File: config.mk
export PLATFORM = sky130hd
export DESIGN_NAME = node_device_table_unit_flat
export DESIGN_NICKNAME = d
export VERILOG_FILES = /design/src/ndt_pkg.sv /design/src/ndt_if.sv /design/src/node_device_table_unit.sv /design/src/ndt_store.sv /design/src/ndt_class.sv /design/src/ndt_ctrl.sv /design/src/flat_wrapper.sv
export SDC_FILE = /design/constraint.sdc
export NUM_CORES = 1
export LEC_CHECK = 0
export BUFFER_PORTS_ARGS = -buffer_cell sky130_fd_sc_hd__buf_4
export CORE_ASPECT_RATIO = 0.7
export CORE_UTILIZATION = 25
export DETAILED_ROUTE_END_ITERATION = 6
export PLACE_DENSITY = 0.37
export REMOVE_ABC_BUFFERS = 1
export SYNTH_ARGS = -nofsm -noshare
export SYNTH_HDL_FRONTEND = slang
export SYNTH_SLANG_ARGS = --single-unit
File: constraint.sdc
create_clock -name clock -period 7.38 [get_ports clock]
set_input_delay 0 -clock clock [delete_from_list [all_inputs] [get_ports clock]]
set_output_delay 0 -clock clock [all_outputs]
set_load 0.02 [all_outputs]
File: src/ndt_pkg.sv
// ndt_pkg: shared constants, codes and structs of the node device table
// no dependencies; used by every other file of the block
package ndt_pkg;

   localparam int TABLE_DEPTH = 16;
   localparam int IDX_W = (TABLE_DEPTH > 1) ? $clog2(TABLE_DEPTH) : 1;
   localparam int CNT_W = $clog2(TABLE_DEPTH + 1);

   localparam int NODE_W = 16;
   localparam int TIME_W = 32;
   localparam int MODEL_W = 40;
   localparam int MODEL_BYTES = 5;
   localparam int LEN_W = 8;
   localparam int INDEX_W = 8;
   localparam int FUNC_W = 3;
   localparam int KIND_W = 2;
   localparam int STATE_W = 2;
   localparam int COUNT_W = 5;

   localparam logic [NODE_W-1:0] NODE_INVALID = 16'hFFFF;
   localparam logic [NODE_W-1:0] NODE_COORD = 16'h0000;

   // model strings, byte 0 in the low bits
   localparam logic [MODEL_W-1:0] MODEL_HC = 40'h00_0000_4348;
   localparam logic [MODEL_W-1:0] MODEL_REM = 40'h00_004D_4552;
   localparam logic [MODEL_W-1:0] MODEL_QUAT = 40'h00_5441_5551;

   // device state codes on the result
   localparam logic [STATE_W-1:0] STATE_OFFLINE = 2'd0;
   localparam logic [STATE_W-1:0] STATE_ONLINE = 2'd1;
   localparam logic [STATE_W-1:0] STATE_UNKNOWN = 2'd2;

   typedef enum logic [FUNC_W-1:0] {
      FUNC_ADD = 3'd0,
      FUNC_DELETE = 3'd1,
      FUNC_READ = 3'd2,
      FUNC_LOOKUP = 3'd3,
      FUNC_ONLINE = 3'd4,
      FUNC_OFFLINE = 3'd5,
      FUNC_TIME = 3'd6
   } func_type;

   typedef enum logic [KIND_W-1:0] {
      KIND_UNQUAL = 2'd0,
      KIND_HC = 2'd1,
      KIND_REM = 2'd2,
      KIND_QUAT = 2'd3
   } kind_type;

   typedef enum logic [2:0] {
      S_IDLE,
      S_START,
      S_SCAN,
      S_HIT,
      S_SHIFT,
      S_DONE
   } ctrl_state_type;

   typedef struct packed {
      logic [NODE_W-1:0] node;
      kind_type kind;
      logic online;
      logic [TIME_W-1:0] seen;
   } entry_type;

   typedef struct packed {
      logic en;
      logic [IDX_W-1:0] addr;
      entry_type entry;
   } store_wr_type;

   typedef struct packed {
      logic [FUNC_W-1:0] func;
      logic [NODE_W-1:0] node_id;
      logic [INDEX_W-1:0] entry_index;
      logic [TIME_W-1:0] time_value;
   } req_type;

   typedef struct packed {
      logic [NODE_W-1:0] dev_node;
      logic [KIND_W-1:0] dev_type;
      logic [STATE_W-1:0] dev_state;
      logic [TIME_W-1:0] dev_time;
      logic ok;
      logic [COUNT_W-1:0] count;
   } result_type;

endpackage

File: src/ndt_if.sv
// ndt_req_if and ndt_rsp_if: valid/ready channels of the node device table
// widths from ndt_pkg
interface ndt_req_if;
   logic valid;
   logic ready;
   logic [ndt_pkg::FUNC_W-1:0] func;
   logic [ndt_pkg::NODE_W-1:0] node_id;
   logic [ndt_pkg::MODEL_W-1:0] model_bytes;
   logic [ndt_pkg::LEN_W-1:0] model_len;
   logic model_present;
   logic [ndt_pkg::INDEX_W-1:0] entry_index;
   logic [ndt_pkg::TIME_W-1:0] time_value;

   modport source (
      output valid, func, node_id, model_bytes, model_len, model_present,
             entry_index, time_value,
      input ready
   );
   modport sink (
      input valid, func, node_id, model_bytes, model_len, model_present,
            entry_index, time_value,
      output ready
   );
endinterface

interface ndt_rsp_if;
   logic valid;
   logic ready;
   logic [ndt_pkg::NODE_W-1:0] dev_node;
   logic [ndt_pkg::KIND_W-1:0] dev_type;
   logic [ndt_pkg::STATE_W-1:0] dev_state;
   logic [ndt_pkg::TIME_W-1:0] dev_time;
   logic ok;
   logic [ndt_pkg::COUNT_W-1:0] count;

   modport source (
      output valid, dev_node, dev_type, dev_state, dev_time, ok, count,
      input ready
   );
   modport sink (
      input valid, dev_node, dev_type, dev_state, dev_time, ok, count,
      output ready
   );
endinterface

File: src/node_device_table_unit.sv
// node_device_table_unit: top level of the node device table
// uses ndt_pkg, ndt_if, ndt_class, ndt_store, ndt_ctrl
//
//   channel   dir   handshake        payload
//   req_ch    in    valid / ready    func, node_id, model_bytes, model_len,
//                                    model_present, entry_index, time_value
//   rsp_ch    out   valid / ready    dev_node, dev_type, dev_state, dev_time, ok, count
//
// one operation at a time; a node-id search walks the filled entries through
// one shared compare, one entry per cycle, and delete adds a move pass over
// the entries behind the deleted one
// add into an empty table and read by position need no search
// synchronous reset empties the table (entry count to 0), no clearing pass
// the result sits in an output register; a stalled rsp_ch holds the result
// and the next request is taken once the sequencer is back in idle
module node_device_table_unit (
   input logic clock,
   input logic reset,
   ndt_req_if.sink req_ch,
   ndt_rsp_if.source rsp_ch
);

   ndt_pkg::req_type req;
   ndt_pkg::kind_type req_kind;
   logic req_ready;
   logic res_valid;
   logic res_take;
   ndt_pkg::result_type res;
   ndt_pkg::store_wr_type wr;
   logic [ndt_pkg::IDX_W-1:0] rd_addr;
   ndt_pkg::entry_type rd_entry;

   logic rsp_valid_ff, rsp_valid_in;
   ndt_pkg::result_type rsp_data_ff, rsp_data_in;

   // request payload as a struct for the sequencer
   assign req.func = req_ch.func;
   assign req.node_id = req_ch.node_id;
   assign req.entry_index = req_ch.entry_index;
   assign req.time_value = req_ch.time_value;
   assign req_ch.ready = req_ready;

   // model string sorted at the request transfer, latched by the sequencer
   ndt_class u_class (
      .model_bytes(req_ch.model_bytes),
      .model_len(req_ch.model_len),
      .model_present(req_ch.model_present),
      .kind(req_kind)
   );

   ndt_store u_store (
      .clock(clock),
      .wr(wr),
      .rd_addr(rd_addr),
      .rd_entry(rd_entry)
   );

   ndt_ctrl u_ctrl (
      .clock(clock),
      .reset(reset),
      .req_valid(req_ch.valid),
      .req(req),
      .req_kind(req_kind),
      .req_ready(req_ready),
      .res_valid(res_valid),
      .res(res),
      .res_take(res_take),
      .wr(wr),
      .rd_addr(rd_addr),
      .rd_entry(rd_entry)
   );

   // output register: loads when empty or when its result leaves this cycle
   assign res_take = res_valid && (!rsp_valid_ff || rsp_ch.ready);

   always_comb begin
      rsp_valid_in = rsp_valid_ff;
      rsp_data_in = rsp_data_ff;
      if (res_take) begin
         rsp_valid_in = 1'b1;
         rsp_data_in = res;
      end else if (rsp_ch.ready) begin
         rsp_valid_in = 1'b0;
      end
   end

   always_ff @(posedge clock) begin
      if (reset) begin
         rsp_valid_ff <= 1'b0;
      end else begin
         rsp_valid_ff <= rsp_valid_in;
      end
   end

   always_ff @(posedge clock) begin
      rsp_data_ff <= rsp_data_in;
   end

   assign rsp_ch.valid = rsp_valid_ff;
   assign rsp_ch.dev_node = rsp_data_ff.dev_node;
   assign rsp_ch.dev_type = rsp_data_ff.dev_type;
   assign rsp_ch.dev_state = rsp_data_ff.dev_state;
   assign rsp_ch.dev_time = rsp_data_ff.dev_time;
   assign rsp_ch.ok = rsp_data_ff.ok;
   assign rsp_ch.count = rsp_data_ff.count;

   a_rsp_hold: assert property (@(posedge clock) disable iff (reset)
      (rsp_valid_ff && !rsp_ch.ready) |=> (rsp_valid_ff && $stable(rsp_data_ff)))
      else $error("stalled result changed");

   a_one_busy: assert property (@(posedge clock) disable iff (reset)
      res_take |-> !req_ready)
      else $error("result loaded while sequencer idle");

   a_take_valid: assert property (@(posedge clock) disable iff (reset)
      res_take |=> rsp_valid_ff)
      else $error("loaded result not shown");

endmodule

File: src/ndt_store.sv
// ndt_store: entry storage, one write port and one registered read port
// uses ndt_pkg types
module ndt_store (
   input  logic clock,
   input  ndt_pkg::store_wr_type wr,
   input  logic [ndt_pkg::IDX_W-1:0] rd_addr,
   output ndt_pkg::entry_type rd_entry
);

   ndt_pkg::entry_type mem [ndt_pkg::TABLE_DEPTH];

   always_ff @(posedge clock) begin
      if (wr.en) begin
         mem[wr.addr] <= wr.entry;
      end
   end

   always_ff @(posedge clock) begin
      rd_entry <= mem[rd_addr];
   end

endmodule

File: src/ndt_class.sv
// ndt_class: sorts a model string into a device kind, prefix compare with limit
// uses ndt_pkg constants
module ndt_class (
   input  logic [ndt_pkg::MODEL_W-1:0] model_bytes,
   input  logic [ndt_pkg::LEN_W-1:0] model_len,
   input  logic model_present,
   output ndt_pkg::kind_type kind
);

   function automatic logic model_match(
      input logic [ndt_pkg::MODEL_W-1:0] bytes,
      input logic [ndt_pkg::LEN_W-1:0] limit,
      input logic [ndt_pkg::MODEL_W-1:0] lit
   );
      logic match;
      logic stop;
      logic [7:0] a;
      match = 1'b1;
      stop = 1'b0;
      for (int i = 0; i < ndt_pkg::MODEL_BYTES; i++) begin
         a = bytes[8*i +: 8];
         if (!stop && (ndt_pkg::LEN_W'(i) < limit)) begin
            if (a != lit[8*i +: 8]) begin
               match = 1'b0;
               stop = 1'b1;
            end else if (a == 8'h00) begin
               stop = 1'b1;
            end
         end
      end
      return match;
   endfunction

   always_comb begin
      priority if (!model_present) begin
         kind = ndt_pkg::KIND_UNQUAL;
      end else if (model_match(model_bytes, model_len, ndt_pkg::MODEL_HC)) begin
         kind = ndt_pkg::KIND_HC;
      end else if (model_match(model_bytes, model_len, ndt_pkg::MODEL_REM)) begin
         kind = ndt_pkg::KIND_REM;
      end else if (model_match(model_bytes, model_len, ndt_pkg::MODEL_QUAT)) begin
         kind = ndt_pkg::KIND_QUAT;
      end else begin
         kind = ndt_pkg::KIND_UNQUAL;
      end
   end

endmodule

File: src/ndt_ctrl.sv
// ndt_ctrl: sequencer with the shared node-id compare, scan and move passes
// uses ndt_pkg; drives the ndt_store ports
module ndt_ctrl (
   input  logic clock,
   input  logic reset,
   input  logic req_valid,
   input  ndt_pkg::req_type req,
   input  ndt_pkg::kind_type req_kind,
   output logic req_ready,
   output logic res_valid,
   output ndt_pkg::result_type res,
   input  logic res_take,
   output ndt_pkg::store_wr_type wr,
   output logic [ndt_pkg::IDX_W-1:0] rd_addr,
   input  ndt_pkg::entry_type rd_entry
);

   ndt_pkg::ctrl_state_type state_ff, state_in;
   ndt_pkg::func_type func_ff, func_in;
   logic [ndt_pkg::NODE_W-1:0] node_ff, node_in;
   ndt_pkg::kind_type kind_ff, kind_in;
   logic [ndt_pkg::INDEX_W-1:0] index_ff, index_in;
   logic [ndt_pkg::TIME_W-1:0] time_ff, time_in;
   logic [ndt_pkg::CNT_W-1:0] scan_ff, scan_in;
   logic [ndt_pkg::CNT_W-1:0] count_ff, count_in;
   ndt_pkg::result_type res_ff, res_in;

   logic req_fire;
   logic [ndt_pkg::CNT_W-1:0] scan_nxt;
   logic [ndt_pkg::CNT_W-1:0] rd_next;
   logic scan_end;
   logic node_hit;
   logic index_ok;
   logic table_full;
   logic move_more;
   ndt_pkg::entry_type new_entry;
   ndt_pkg::entry_type mod_entry;

   function automatic ndt_pkg::result_type make_res(
      input logic [ndt_pkg::NODE_W-1:0] node,
      input logic [ndt_pkg::KIND_W-1:0] kind,
      input logic [ndt_pkg::STATE_W-1:0] st,
      input logic [ndt_pkg::TIME_W-1:0] seen,
      input logic ok,
      input logic [ndt_pkg::CNT_W-1:0] cnt
   );
      ndt_pkg::result_type r;
      r.dev_node = node;
      r.dev_type = kind;
      r.dev_state = st;
      r.dev_time = seen;
      r.ok = ok;
      r.count = ndt_pkg::COUNT_W'(cnt);
      return r;
   endfunction

   function automatic ndt_pkg::result_type entry_res(
      input ndt_pkg::entry_type e,
      input logic [ndt_pkg::CNT_W-1:0] cnt
   );
      return make_res(e.node, e.kind, {1'b0, e.online}, e.seen, 1'b1, cnt);
   endfunction

   function automatic ndt_pkg::result_type invalid_res(
      input logic [ndt_pkg::CNT_W-1:0] cnt
   );
      return make_res(ndt_pkg::NODE_INVALID, ndt_pkg::KIND_UNQUAL,
                      ndt_pkg::STATE_OFFLINE, '0, 1'b0, cnt);
   endfunction

   assign req_ready = (state_ff == ndt_pkg::S_IDLE);
   assign req_fire = req_valid && req_ready;
   assign res_valid = (state_ff == ndt_pkg::S_DONE);
   assign res = res_ff;

   assign scan_nxt = scan_ff + 1'b1;
   assign scan_end = (scan_ff >= count_ff);
   assign node_hit = (rd_entry.node == node_ff);
   assign index_ok = (index_ff < ndt_pkg::INDEX_W'(count_ff));
   assign table_full = (count_ff >= ndt_pkg::CNT_W'(ndt_pkg::TABLE_DEPTH));
   assign move_more = (scan_nxt < count_ff);

   // next state
   always_comb begin
      state_in = state_ff;
      unique case (state_ff)
         ndt_pkg::S_IDLE: begin
            if (req_fire) begin
               state_in = ndt_pkg::S_START;
            end
         end
         ndt_pkg::S_START: begin
            unique case (func_ff)
               ndt_pkg::FUNC_ADD: begin
                  state_in = (count_ff == '0) ? ndt_pkg::S_DONE : ndt_pkg::S_SCAN;
               end
               ndt_pkg::FUNC_READ: begin
                  state_in = index_ok ? ndt_pkg::S_HIT : ndt_pkg::S_DONE;
               end
               ndt_pkg::FUNC_DELETE, ndt_pkg::FUNC_LOOKUP, ndt_pkg::FUNC_ONLINE,
               ndt_pkg::FUNC_OFFLINE, ndt_pkg::FUNC_TIME: begin
                  state_in = ndt_pkg::S_SCAN;
               end
               default: begin
                  state_in = ndt_pkg::S_DONE;
               end
            endcase
         end
         ndt_pkg::S_SCAN: begin
            priority if (scan_end) begin
               state_in = ndt_pkg::S_DONE;
            end else if (node_hit) begin
               state_in = ndt_pkg::S_HIT;
            end
         end
         ndt_pkg::S_HIT: begin
            state_in = (func_ff == ndt_pkg::FUNC_DELETE) ? ndt_pkg::S_SHIFT
                                                          : ndt_pkg::S_DONE;
         end
         ndt_pkg::S_SHIFT: begin
            if (!move_more) begin
               state_in = ndt_pkg::S_DONE;
            end
         end
         ndt_pkg::S_DONE: begin
            if (res_take) begin
               state_in = ndt_pkg::S_IDLE;
            end
         end
         default: begin
            state_in = ndt_pkg::S_IDLE;
         end
      endcase
   end

   // datapath and store control
   always_comb begin
      func_in = func_ff;
      node_in = node_ff;
      kind_in = kind_ff;
      index_in = index_ff;
      time_in = time_ff;
      scan_in = scan_ff;
      count_in = count_ff;
      res_in = res_ff;
      wr = '0;

      new_entry.node = node_ff;
      new_entry.kind = kind_ff;
      new_entry.online = 1'b1;
      new_entry.seen = '0;

      mod_entry = rd_entry;
      unique case (func_ff)
         ndt_pkg::FUNC_ONLINE: mod_entry.online = 1'b1;
         ndt_pkg::FUNC_OFFLINE: mod_entry.online = 1'b0;
         ndt_pkg::FUNC_TIME: mod_entry.seen = time_ff;
         default: mod_entry = rd_entry;
      endcase

      unique case (state_ff)
         ndt_pkg::S_IDLE: begin
            if (req_fire) begin
               func_in = ndt_pkg::func_type'(req.func);
               node_in = req.node_id;
               kind_in = req_kind;
               index_in = req.entry_index;
               time_in = req.time_value;
               scan_in = '0;
            end
         end
         ndt_pkg::S_START: begin
            unique case (func_ff)
               ndt_pkg::FUNC_ADD: begin
                  // first add always puts the coordinator in slot 0
                  if (count_ff == '0) begin
                     wr.en = 1'b1;
                     wr.addr = '0;
                     wr.entry.node = ndt_pkg::NODE_COORD;
                     wr.entry.kind = ndt_pkg::KIND_HC;
                     wr.entry.online = 1'b1;
                     wr.entry.seen = '0;
                     count_in = ndt_pkg::CNT_W'(1);
                     res_in = make_res(ndt_pkg::NODE_COORD, ndt_pkg::KIND_HC,
                                       ndt_pkg::STATE_ONLINE, '0, 1'b1,
                                       ndt_pkg::CNT_W'(1));
                  end
               end
               ndt_pkg::FUNC_READ: begin
                  if (index_ok) begin
                     scan_in = index_ff[ndt_pkg::CNT_W-1:0];
                  end else begin
                     res_in = invalid_res(count_ff);
                  end
               end
               ndt_pkg::FUNC_DELETE, ndt_pkg::FUNC_LOOKUP, ndt_pkg::FUNC_ONLINE,
               ndt_pkg::FUNC_OFFLINE, ndt_pkg::FUNC_TIME: begin
                  scan_in = '0;
               end
               default: begin
                  res_in = invalid_res(count_ff);
               end
            endcase
         end
         ndt_pkg::S_SCAN: begin
            if (scan_end) begin
               unique case (func_ff)
                  ndt_pkg::FUNC_ADD: begin
                     priority if (node_ff == ndt_pkg::NODE_INVALID) begin
                        res_in = make_res(ndt_pkg::NODE_INVALID, kind_ff,
                                          ndt_pkg::STATE_ONLINE, '0, 1'b0, count_ff);
                     end else if (table_full) begin
                        res_in = invalid_res(count_ff);
                     end else begin
                        wr.en = 1'b1;
                        wr.addr = count_ff[ndt_pkg::IDX_W-1:0];
                        wr.entry = new_entry;
                        count_in = count_ff + 1'b1;
                        res_in = entry_res(new_entry, count_ff + 1'b1);
                     end
                  end
                  ndt_pkg::FUNC_LOOKUP: begin
                     res_in = make_res(ndt_pkg::NODE_INVALID, ndt_pkg::KIND_UNQUAL,
                                       ndt_pkg::STATE_UNKNOWN, '0, 1'b0, count_ff);
                  end
                  default: begin
                     res_in = invalid_res(count_ff);
                  end
               endcase
            end else if (!node_hit) begin
               scan_in = scan_nxt;
            end
         end
         ndt_pkg::S_HIT: begin
            unique case (func_ff)
               ndt_pkg::FUNC_ADD: begin
                  res_in = invalid_res(count_ff);
               end
               ndt_pkg::FUNC_DELETE: begin
                  res_in = entry_res(rd_entry, count_ff - 1'b1);
               end
               ndt_pkg::FUNC_READ, ndt_pkg::FUNC_LOOKUP: begin
                  res_in = entry_res(rd_entry, count_ff);
               end
               ndt_pkg::FUNC_ONLINE, ndt_pkg::FUNC_OFFLINE, ndt_pkg::FUNC_TIME: begin
                  wr.en = 1'b1;
                  wr.addr = scan_ff[ndt_pkg::IDX_W-1:0];
                  wr.entry = mod_entry;
                  res_in = entry_res(mod_entry, count_ff);
               end
               default: begin
                  res_in = invalid_res(count_ff);
               end
            endcase
         end
         ndt_pkg::S_SHIFT: begin
            // close the gap, one entry per cycle
            if (move_more) begin
               wr.en = 1'b1;
               wr.addr = scan_ff[ndt_pkg::IDX_W-1:0];
               wr.entry = rd_entry;
               scan_in = scan_nxt;
            end else begin
               count_in = count_ff - 1'b1;
            end
         end
         ndt_pkg::S_DONE: begin
         end
         default: begin
         end
      endcase

      // registered store read: address the entry the next cycle works on
      rd_next = (state_in == ndt_pkg::S_SHIFT) ? scan_in + 1'b1 : scan_in;
      rd_addr = rd_next[ndt_pkg::IDX_W-1:0];
   end

   always_ff @(posedge clock) begin
      if (reset) begin
         state_ff <= ndt_pkg::S_IDLE;
         count_ff <= '0;
      end else begin
         state_ff <= state_in;
         count_ff <= count_in;
      end
   end

   always_ff @(posedge clock) begin
      func_ff <= func_in;
      node_ff <= node_in;
      kind_ff <= kind_in;
      index_ff <= index_in;
      time_ff <= time_in;
      scan_ff <= scan_in;
      res_ff <= res_in;
   end

   a_count_bound: assert property (@(posedge clock) disable iff (reset)
      count_ff <= ndt_pkg::CNT_W'(ndt_pkg::TABLE_DEPTH))
      else $error("entry count beyond table depth");

   a_shift_in_range: assert property (@(posedge clock) disable iff (reset)
      (state_ff == ndt_pkg::S_SHIFT) |-> (scan_ff < count_ff))
      else $error("move pass outside the filled entries");

   a_count_change: assert property (@(posedge clock) disable iff (reset)
      !$stable(count_ff) |-> ($past(state_ff) == ndt_pkg::S_START ||
                              $past(state_ff) == ndt_pkg::S_SCAN ||
                              $past(state_ff) == ndt_pkg::S_SHIFT))
      else $error("entry count changed outside add or delete");

   a_no_write_idle: assert property (@(posedge clock) disable iff (reset)
      (state_ff == ndt_pkg::S_IDLE || state_ff == ndt_pkg::S_DONE) |-> !wr.en)
      else $error("store written while no operation runs");

endmodule

File: src/flat_wrapper.sv
// flat-port wrapper written by rule: the top's interface ports become plain ports
module node_device_table_unit_flat 
  (clock, reset, req_ch_valid, req_ch_func, req_ch_node_id, req_ch_model_bytes, req_ch_model_len, req_ch_model_present, req_ch_entry_index, req_ch_time_value, req_ch_ready, rsp_ch_valid, rsp_ch_dev_node, rsp_ch_dev_type, rsp_ch_dev_state, rsp_ch_dev_time, rsp_ch_ok, rsp_ch_count, rsp_ch_ready);
  ndt_req_if req_ch_i ();
  ndt_rsp_if rsp_ch_i ();
  input logic clock;
  input logic reset;
  input wire logic [$bits(req_ch_i.valid)-1:0] req_ch_valid;
  input wire logic [$bits(req_ch_i.func)-1:0] req_ch_func;
  input wire logic [$bits(req_ch_i.node_id)-1:0] req_ch_node_id;
  input wire logic [$bits(req_ch_i.model_bytes)-1:0] req_ch_model_bytes;
  input wire logic [$bits(req_ch_i.model_len)-1:0] req_ch_model_len;
  input wire logic [$bits(req_ch_i.model_present)-1:0] req_ch_model_present;
  input wire logic [$bits(req_ch_i.entry_index)-1:0] req_ch_entry_index;
  input wire logic [$bits(req_ch_i.time_value)-1:0] req_ch_time_value;
  output wire logic [$bits(req_ch_i.ready)-1:0] req_ch_ready;
  output wire logic [$bits(rsp_ch_i.valid)-1:0] rsp_ch_valid;
  output wire logic [$bits(rsp_ch_i.dev_node)-1:0] rsp_ch_dev_node;
  output wire logic [$bits(rsp_ch_i.dev_type)-1:0] rsp_ch_dev_type;
  output wire logic [$bits(rsp_ch_i.dev_state)-1:0] rsp_ch_dev_state;
  output wire logic [$bits(rsp_ch_i.dev_time)-1:0] rsp_ch_dev_time;
  output wire logic [$bits(rsp_ch_i.ok)-1:0] rsp_ch_ok;
  output wire logic [$bits(rsp_ch_i.count)-1:0] rsp_ch_count;
  input wire logic [$bits(rsp_ch_i.ready)-1:0] rsp_ch_ready;
  assign req_ch_i.valid = req_ch_valid;
  assign req_ch_i.func = req_ch_func;
  assign req_ch_i.node_id = req_ch_node_id;
  assign req_ch_i.model_bytes = req_ch_model_bytes;
  assign req_ch_i.model_len = req_ch_model_len;
  assign req_ch_i.model_present = req_ch_model_present;
  assign req_ch_i.entry_index = req_ch_entry_index;
  assign req_ch_i.time_value = req_ch_time_value;
  assign req_ch_ready = req_ch_i.ready;
  assign rsp_ch_valid = rsp_ch_i.valid;
  assign rsp_ch_dev_node = rsp_ch_i.dev_node;
  assign rsp_ch_dev_type = rsp_ch_i.dev_type;
  assign rsp_ch_dev_state = rsp_ch_i.dev_state;
  assign rsp_ch_dev_time = rsp_ch_i.dev_time;
  assign rsp_ch_ok = rsp_ch_i.ok;
  assign rsp_ch_count = rsp_ch_i.count;
  assign rsp_ch_i.ready = rsp_ch_ready;
  node_device_table_unit u_core (.clock(clock), .reset(reset), .req_ch(req_ch_i), .rsp_ch(rsp_ch_i));
endmodule
== After elaboration in Yosys (flattened, before gate mapping) ==
Memories as Yosys holds them, arrays and structs flattened. A register that Yosys moved wholly into a read port is not among the register bits.
Cells that the tools add are included.
Operators by class
  $add $sub $neg: 4
  equal/unequal tests: 33
  bitwise gates (word level): 1
  muxes and demuxes: 153
  $lt $le $gt $ge: 9
  reduce and logical (&&, ||, !) cells: 48
Operators with widths (number)
  $pmux 58 s3: 3
  $mux 56: 8
  $mux 58: 5
  $pmux 56 s4: 1
  $pmux 58 s2: 1
  $mux 1: 106
  $ne 8x7->1 const B: 9
  $mux 5: 12
  $logic_not 8->1: 4
  $mux 32: 1
  $reduce_bool 8->1: 3
  $mux 3: 7
  $pmux 5 s4: 1
  $eq 3x3->1 const B: 6
  $pmux 3 s6: 1
  $eq 16x16->1: 1
  $eq 16x16->1 const B: 1
  $lt 1x8->1 const A: 2
  $lt 2x8->1 const A: 2
  $pmux 5 s3: 1
  $logic_and 1x1->1: 14
  $ne 2x2->1 const B: 7
  $logic_not 1->1: 13
  $eq 3x2->1 const B: 4
  other kinds (28): 35
Storage, ports and cells
  word-level logic and storage cells: 271
  input bits: 112
  output and inout bits: 60
  register bits after elaboration: 191
  memories: 1
  bits in writable memories: 816
Memories
  u_core.u_store.mem: words 16, bits a word 51, read ports 1, clocked after memory_dff 1, write ports 1, RTL line ndt_store.sv:10  | ndt_pkg::entry_type mem [ndt_pkg::TABLE_DEPTH];

== Longest topological paths before layout ==
  depth after elaboration: 73
  mapped depth: 24
  mapped depth without buffers: 20

== Cells and area by module ==
From an unflattened synthesis, not the netlist that was laid out.
Unflattened totals
  cells, all modules: 2129
  area, all modules: 40888.0 µm²
Modules (own cells, without submodules)
  ndt_store: area each 31614.1 µm², instances 1, sequential area each 25524.5 µm², cells each 1320
  ndt_ctrl: area each 7050.5 µm², instances 1, sequential area each 3843.7 µm², cells each 687
  node_device_table_unit: area each 1796.7 µm², instances 1, sequential area each 1761.7 µm², cells each 63
  ndt_class: area each 426.7 µm², instances 1, sequential area each 0.0 µm², cells each 59

== Worst setup path after synthesis ==
Ideal clock, no wire load.
  path kind: register to register
  from: reg u_core.u_ctrl.scan_ff[2] (netlist bit)
  to: mem u_core.u_store.mem[13][0] (netlist bit), enable pin
  path buffers: 2
  period minus slack after synthesis: 5.430 ns
  setup time: 0.460 ns
  cell stages (with the launch flop): 12
  required time: 6.920 ns
  arrival: 4.970 ns
  slack: 1.950 ns
  cells stage by stage: dfxtp_1 clkbuf_1 nand3_1 xnor2_1 ha_1 a21o_1 a21o_1 nor3_1 a21o_1 clkbuf_1 a32oi_1 nor2_1
On the way
  cells in the longest elaborated chain, start to end: 6
  elaborated cells on any way between the ends: 9
  those cells by class: 1 x add/sub; 2 x order compare; 6 x mux
Ends and longest elaborated chain
  from (decl): RTL line ndt_ctrl.sv:24  | logic [ndt_pkg::CNT_W-1:0] scan_ff, scan_in;
  from (signal assigned): RTL line ndt_ctrl.sv:294  | scan_ff <= scan_in;
  $add 5x1->5: RTL line ndt_ctrl.sv:76  | assign scan_nxt = scan_ff + 1'b1;
  $lt 5x5->1: RTL line ndt_ctrl.sv:81  | assign move_more = (scan_nxt < count_ff);
  $mux 56: RTL line ndt_ctrl.sv:258  | if (move_more) begin
  $pmux 56 s4 *: RTL line ndt_ctrl.sv:161  | unique case (state_ff)
  $mux 1: RTL line ndt_store.sv:13  | if (wr.en) begin
  $mux 1 (not written as such): RTL line ndt_store.sv:14  | mem[wr.addr] <= wr.entry;
  to (decl): RTL line ndt_store.sv:10
Mark *: on every way between the ends. The rest lies on a longest branch, timed or not.

== Worst setup path in the final report ==
  from: reg u_core.u_ctrl.scan_ff[1] (netlist bit)
  to: reg u_core.u_store.rd_entry[28] (netlist name)
On the way
  cells in the longest elaborated chain, start to end: 6
  elaborated cells on any way between the ends: 16
  those cells by class: 2 x add/sub; 2 x order compare; 1 x eq/ne; 11 x mux
Ends and longest elaborated chain
  $add 5x1->5: RTL line ndt_ctrl.sv:76
  $lt 5x5->1: RTL line ndt_ctrl.sv:81
  $mux 5: RTL line ndt_ctrl.sv:258
  $pmux 5 s4 *: RTL line ndt_ctrl.sv:161
  named net u_core.u_ctrl.scan_in, one bit: RTL line ndt_ctrl.sv:24
  $add 4x1->4: RTL line ndt_ctrl.sv:274  | rd_next = (state_in == ndt_pkg::S_SHIFT) ? scan_in + 1'b1 : scan_in;
  $mux 4 *: RTL line ndt_ctrl.sv:274
The timed path passes the listed nets; every way through them passes the cells marked *.
A chain may end at the register's enable or synchronous reset.

==> key figures <==
GRT
  – Grt met1 use: 25.9%
  – Most Used Layer, Global Route: met2
  – Initial antenna violation count: 9
  – Largest net degree at the start of global routing: 101
  – GR Overflow Total: 0
  – GR met3 Demand/Resource: 2.59%
  – Vias in the first global route: 28.8k
  – GR Util met2: 26.1%
  – First-pass GRT wire length: 223 mm
  – Total Routing Usage GR: 17.3%

Setup path
  – Data arrival, critical path: 7.00 ns
  – Critical Path Fanout Max: 31
  – Crit-path cells: ha_1 -> nand3_1 -> xnor2_1 -> ha_1 -> a21o_1 -> or2_2 -> inv_1 -> ha_1 -> and4_1 -> a21oi_1 -> and3_1 -> nand3_1 -> ha_4 -> nor4_1 -> mux2_2 -> or2_4 -> and2b_2 -> buf_4 -> a2bb2oi_1 -> nand4_1
  – CP max-delay cell: and2b_2
  – Worst path required time: 8.05 ns
  – Max incr delay on CP: 0.84 ns
  – Worst path most repeated cell: ha_1
  – CP Class: reg2reg
  – Reg-to-reg slack, setup: 1.05 ns
  – Crit end category: register
  – Startpoint types: register

Floorplanning
  – Standard-cell rows: 128
  – Die Ht: 353 µm
  – Die Footprint: 178000 µm²
  – Core ar.: 175000 µm²
  – Die X: 504 µm
  – Starting Density: 25.2%
  – I/O pins: 172

Synth
  – Primary FF master, synth: edfxtp_1
  – Synth Area in XOR/XNOR: 0.474%
  – Post-synthesis compound-gate area fraction: 12.5%
  – Sequential area share after synthesis: 70.6%
  – EDFF count, synth: 994
  – Largest cells by area after synthesis: edfxtp_1 68%, nand2_1 3.2%, mux2_2 3.1%, dfxtp_1 2.9%, o21ai_0 2.7%
  – Yosys top cell area share: 67.7%
  – Yosys reg bits: 1058
  – Synth Area in Adders: 0.596%
  – Synth Cell Area: 44100 µm²
  – Synth Area in Simple Gates: 8.68%
  – Async set or reset register ratio after synthesis: 0%
  – Post-synthesis mux area share: 4.78%
  – Post-Syn Area per Cell: 14.1 µm²
  – Total of warnings raised by yosys: 0
  – Syn Inst Count: 3124
  – Largest family of logic cells by synthesized area: compound AO/OA/AOI/OAI gates
  – Commonest cells in the netlist: 994 x edfxtp_1, 375 x nand2_1, 237 x o21ai_0
  – Yosys cell types: 82
  – Largest area contributor in the netlist: edfxtp_1
  – Most frequent cell after synthesis: edfxtp_1

Detailed routing
  – Drt via density: 4.89
  – Post-route DRC: 0
  – Routed wire per std cell: 26.8 µm
  – Detailed Routing Iterations Pass 1: 5
  – Drt initial violations: 2334
  – Drt total wl: 157 mm
  – Routed Antenna Nets: 0
  – Vias post-DR: 28.7k

Timing
  – Final min period: 6.33 ns
  – Max Slew Vio Count: 0
  – Slew at the pin closest to its max-slew limit: 1.19 ns
  – Minimum hold slack: 0.0777 ns
  – Setup violations, final: 0
  – Final TNS setup: 0 ns
  – Max frequency: 158 MHz
  – Final setup skew: 0.0303 ns
  – Max-slew headroom: 20.6%
  – Final hold vios: 0
  – Part of the cycle the worst path needs: 85.8%
  – RSZ-0062 raised after global routing: no

Run
  – Maxcap violations: 0

Min path
  – Hold crit path type: in2reg

Clock tree
  – CTS tree: done
  – CTS Buffer Depth: 3
  – CTS Buf Count: 110
  – Clk root buf: clkbuf_16
  – Post-CTS Setup Inserts: 0
  – CTS sink cnt: 1058
  – Clock transition at path regs: 0.07 ns
  – Skew-Pair Late Insertion Delay: 0.75 ns
  – CTS HTree Levels: 3

Outcome
  – Status: finished clean

Power and ir drop
  – PwrDens: 340 nW/µm²
  – Peak supply drop: 0.312 mV
  – Leak pwr: 16.7 nW
  – Design Power: 18.2 mW

Placed design
  – IO Port Bufs: 171
  – Routability Congestion: 0.829
  – Post-DP HPWL: 85.8 mm
  – Placed cell area: 48700 µm²

Finish
  – Inserted Diodes: 0
  – Final instance area: 53500 µm²
  – Final net count: 3564
  – Fillers: 17.4k
  – Final core utilization: 30.6%
  – Share of cells above drive strength 1: 18.8%
  – Area Growth Syn to Fin: 21.4%
==> timing repair <==
item,CTS,global route
resized for setup,0,0
hold buffers,128,0
hold endpoints to repair,101,0
==> metrics by stage <==
step                      cells  worst slack, ns
after floorplan            2905            -9.06
after global placement     5531             1.33
after detailed placement   5531             1.16
after CTS                  5863             1.11
after global routing       5863            0.669
final                      5863             1.05
==> layer usage <==
metal | vias to the layer above | routed length, µm
met2 | 681 | 68500
li1 | 12800 | -
met3 | 176 | 6840
met5 | - | 13
met4 | 2 | 3040
met1 | 15000 | 78900
==> cells in the final DEF (no fill, tap or decap), drive strengths merged, types with 57 or more instances in the layout <==
cell type,instances
buf,286
a21oi,63
dfxtp,64
and2,57
nand2,375
mux2i,63
a31oi,101
o21ai,239
a31o,61
edfxtp,994
nor2b,87
dlygate4sd3,128
nand4,90
mux2,123
clkbuf,169
==> power by group <==
part,internal [mW],switching [mW]
clock network,3.09,2.49
logic,1.68,3.25
registers,7.25,0.428
==> registers in the layout, summed over array words and instances, names as in the netlist, 3 cells and up <==
register / cells
u_core.u_store.rd_entry: 51
u_core.rsp_ch.dev_node: 16
u_core.u_ctrl.node_ff: 16
u_core.u_ctrl.res: 58
u_core.u_ctrl.scan_ff: 5
u_core.u_ctrl.index_ff: 8
u_core.rsp_ch.dev_time: 32
u_core.u_ctrl.state_ff: 3
u_core.u_ctrl.func_ff: 3
u_core.u_store.mem: 816
u_core.u_ctrl.count_ff: 5
u_core.rsp_ch.count: 5
u_core.u_ctrl.time_ff: 32
==> path summary, 6_finish.rpt <==
kind                                    startpoint  cells past startpoint                                     end
setup / recovery  u_core.u_ctrl.scan_ff[1]$_DFF_P_                     20     u_core.u_store.rd_entry[28]$_DFF_P_
hold / removal                               reset                      3  u_core.u_ctrl.count_ff[2]$_SDFFE_PP0P_
setup reg to reg  u_core.u_ctrl.scan_ff[1]$_DFF_P_                     20     u_core.u_store.rd_entry[28]$_DFF_P_
hold reg to reg     u_core.u_ctrl.res[5]$_DFFE_PP_                      0              u_core.rsp_ch.ok$_DFFE_PP_
==> critical path: cells and delay by family, from the launching register on <==
family / cells / cell delay [ns]
xor gates and xnor gates: 1 / 0.25
muxes: 1 / 0.21
and+or+nand+nor: 9 / 2.75
AOI/OAI and AO/OA: 3 / 0.51
adders and majority gates: 4 / 1.15
DFF: 1 / 0.62
buffers and inverters: 2 / 0.71
==> kinds of logic after synthesis <==
| group | Yosys count |
|---|---|
| buffers and inverters | 241 |
| DFF | 1058 |
| adders and majority gates | 21 |
| xor gates and xnor gates | 23 |
| AOI/OAI and AO/OA | 810 |
| muxes | 190 |
| and+or+nand+nor | 781 |
==> layout make-up <==
type	instances	area (µm²)	area share [%]
Sequential cell	1058	31100	58.2
Multi-Input combinational cell	1825	12200	22.8
Timing Repair Buffer	414	3650	6.83
Clock buffer	169	3160	5.90
Tap cell	2340	2930	5.47
Clock inverter	35	343	0.641
Inverter	22	82.6	0.154
(Power assumes the default switching activity.)
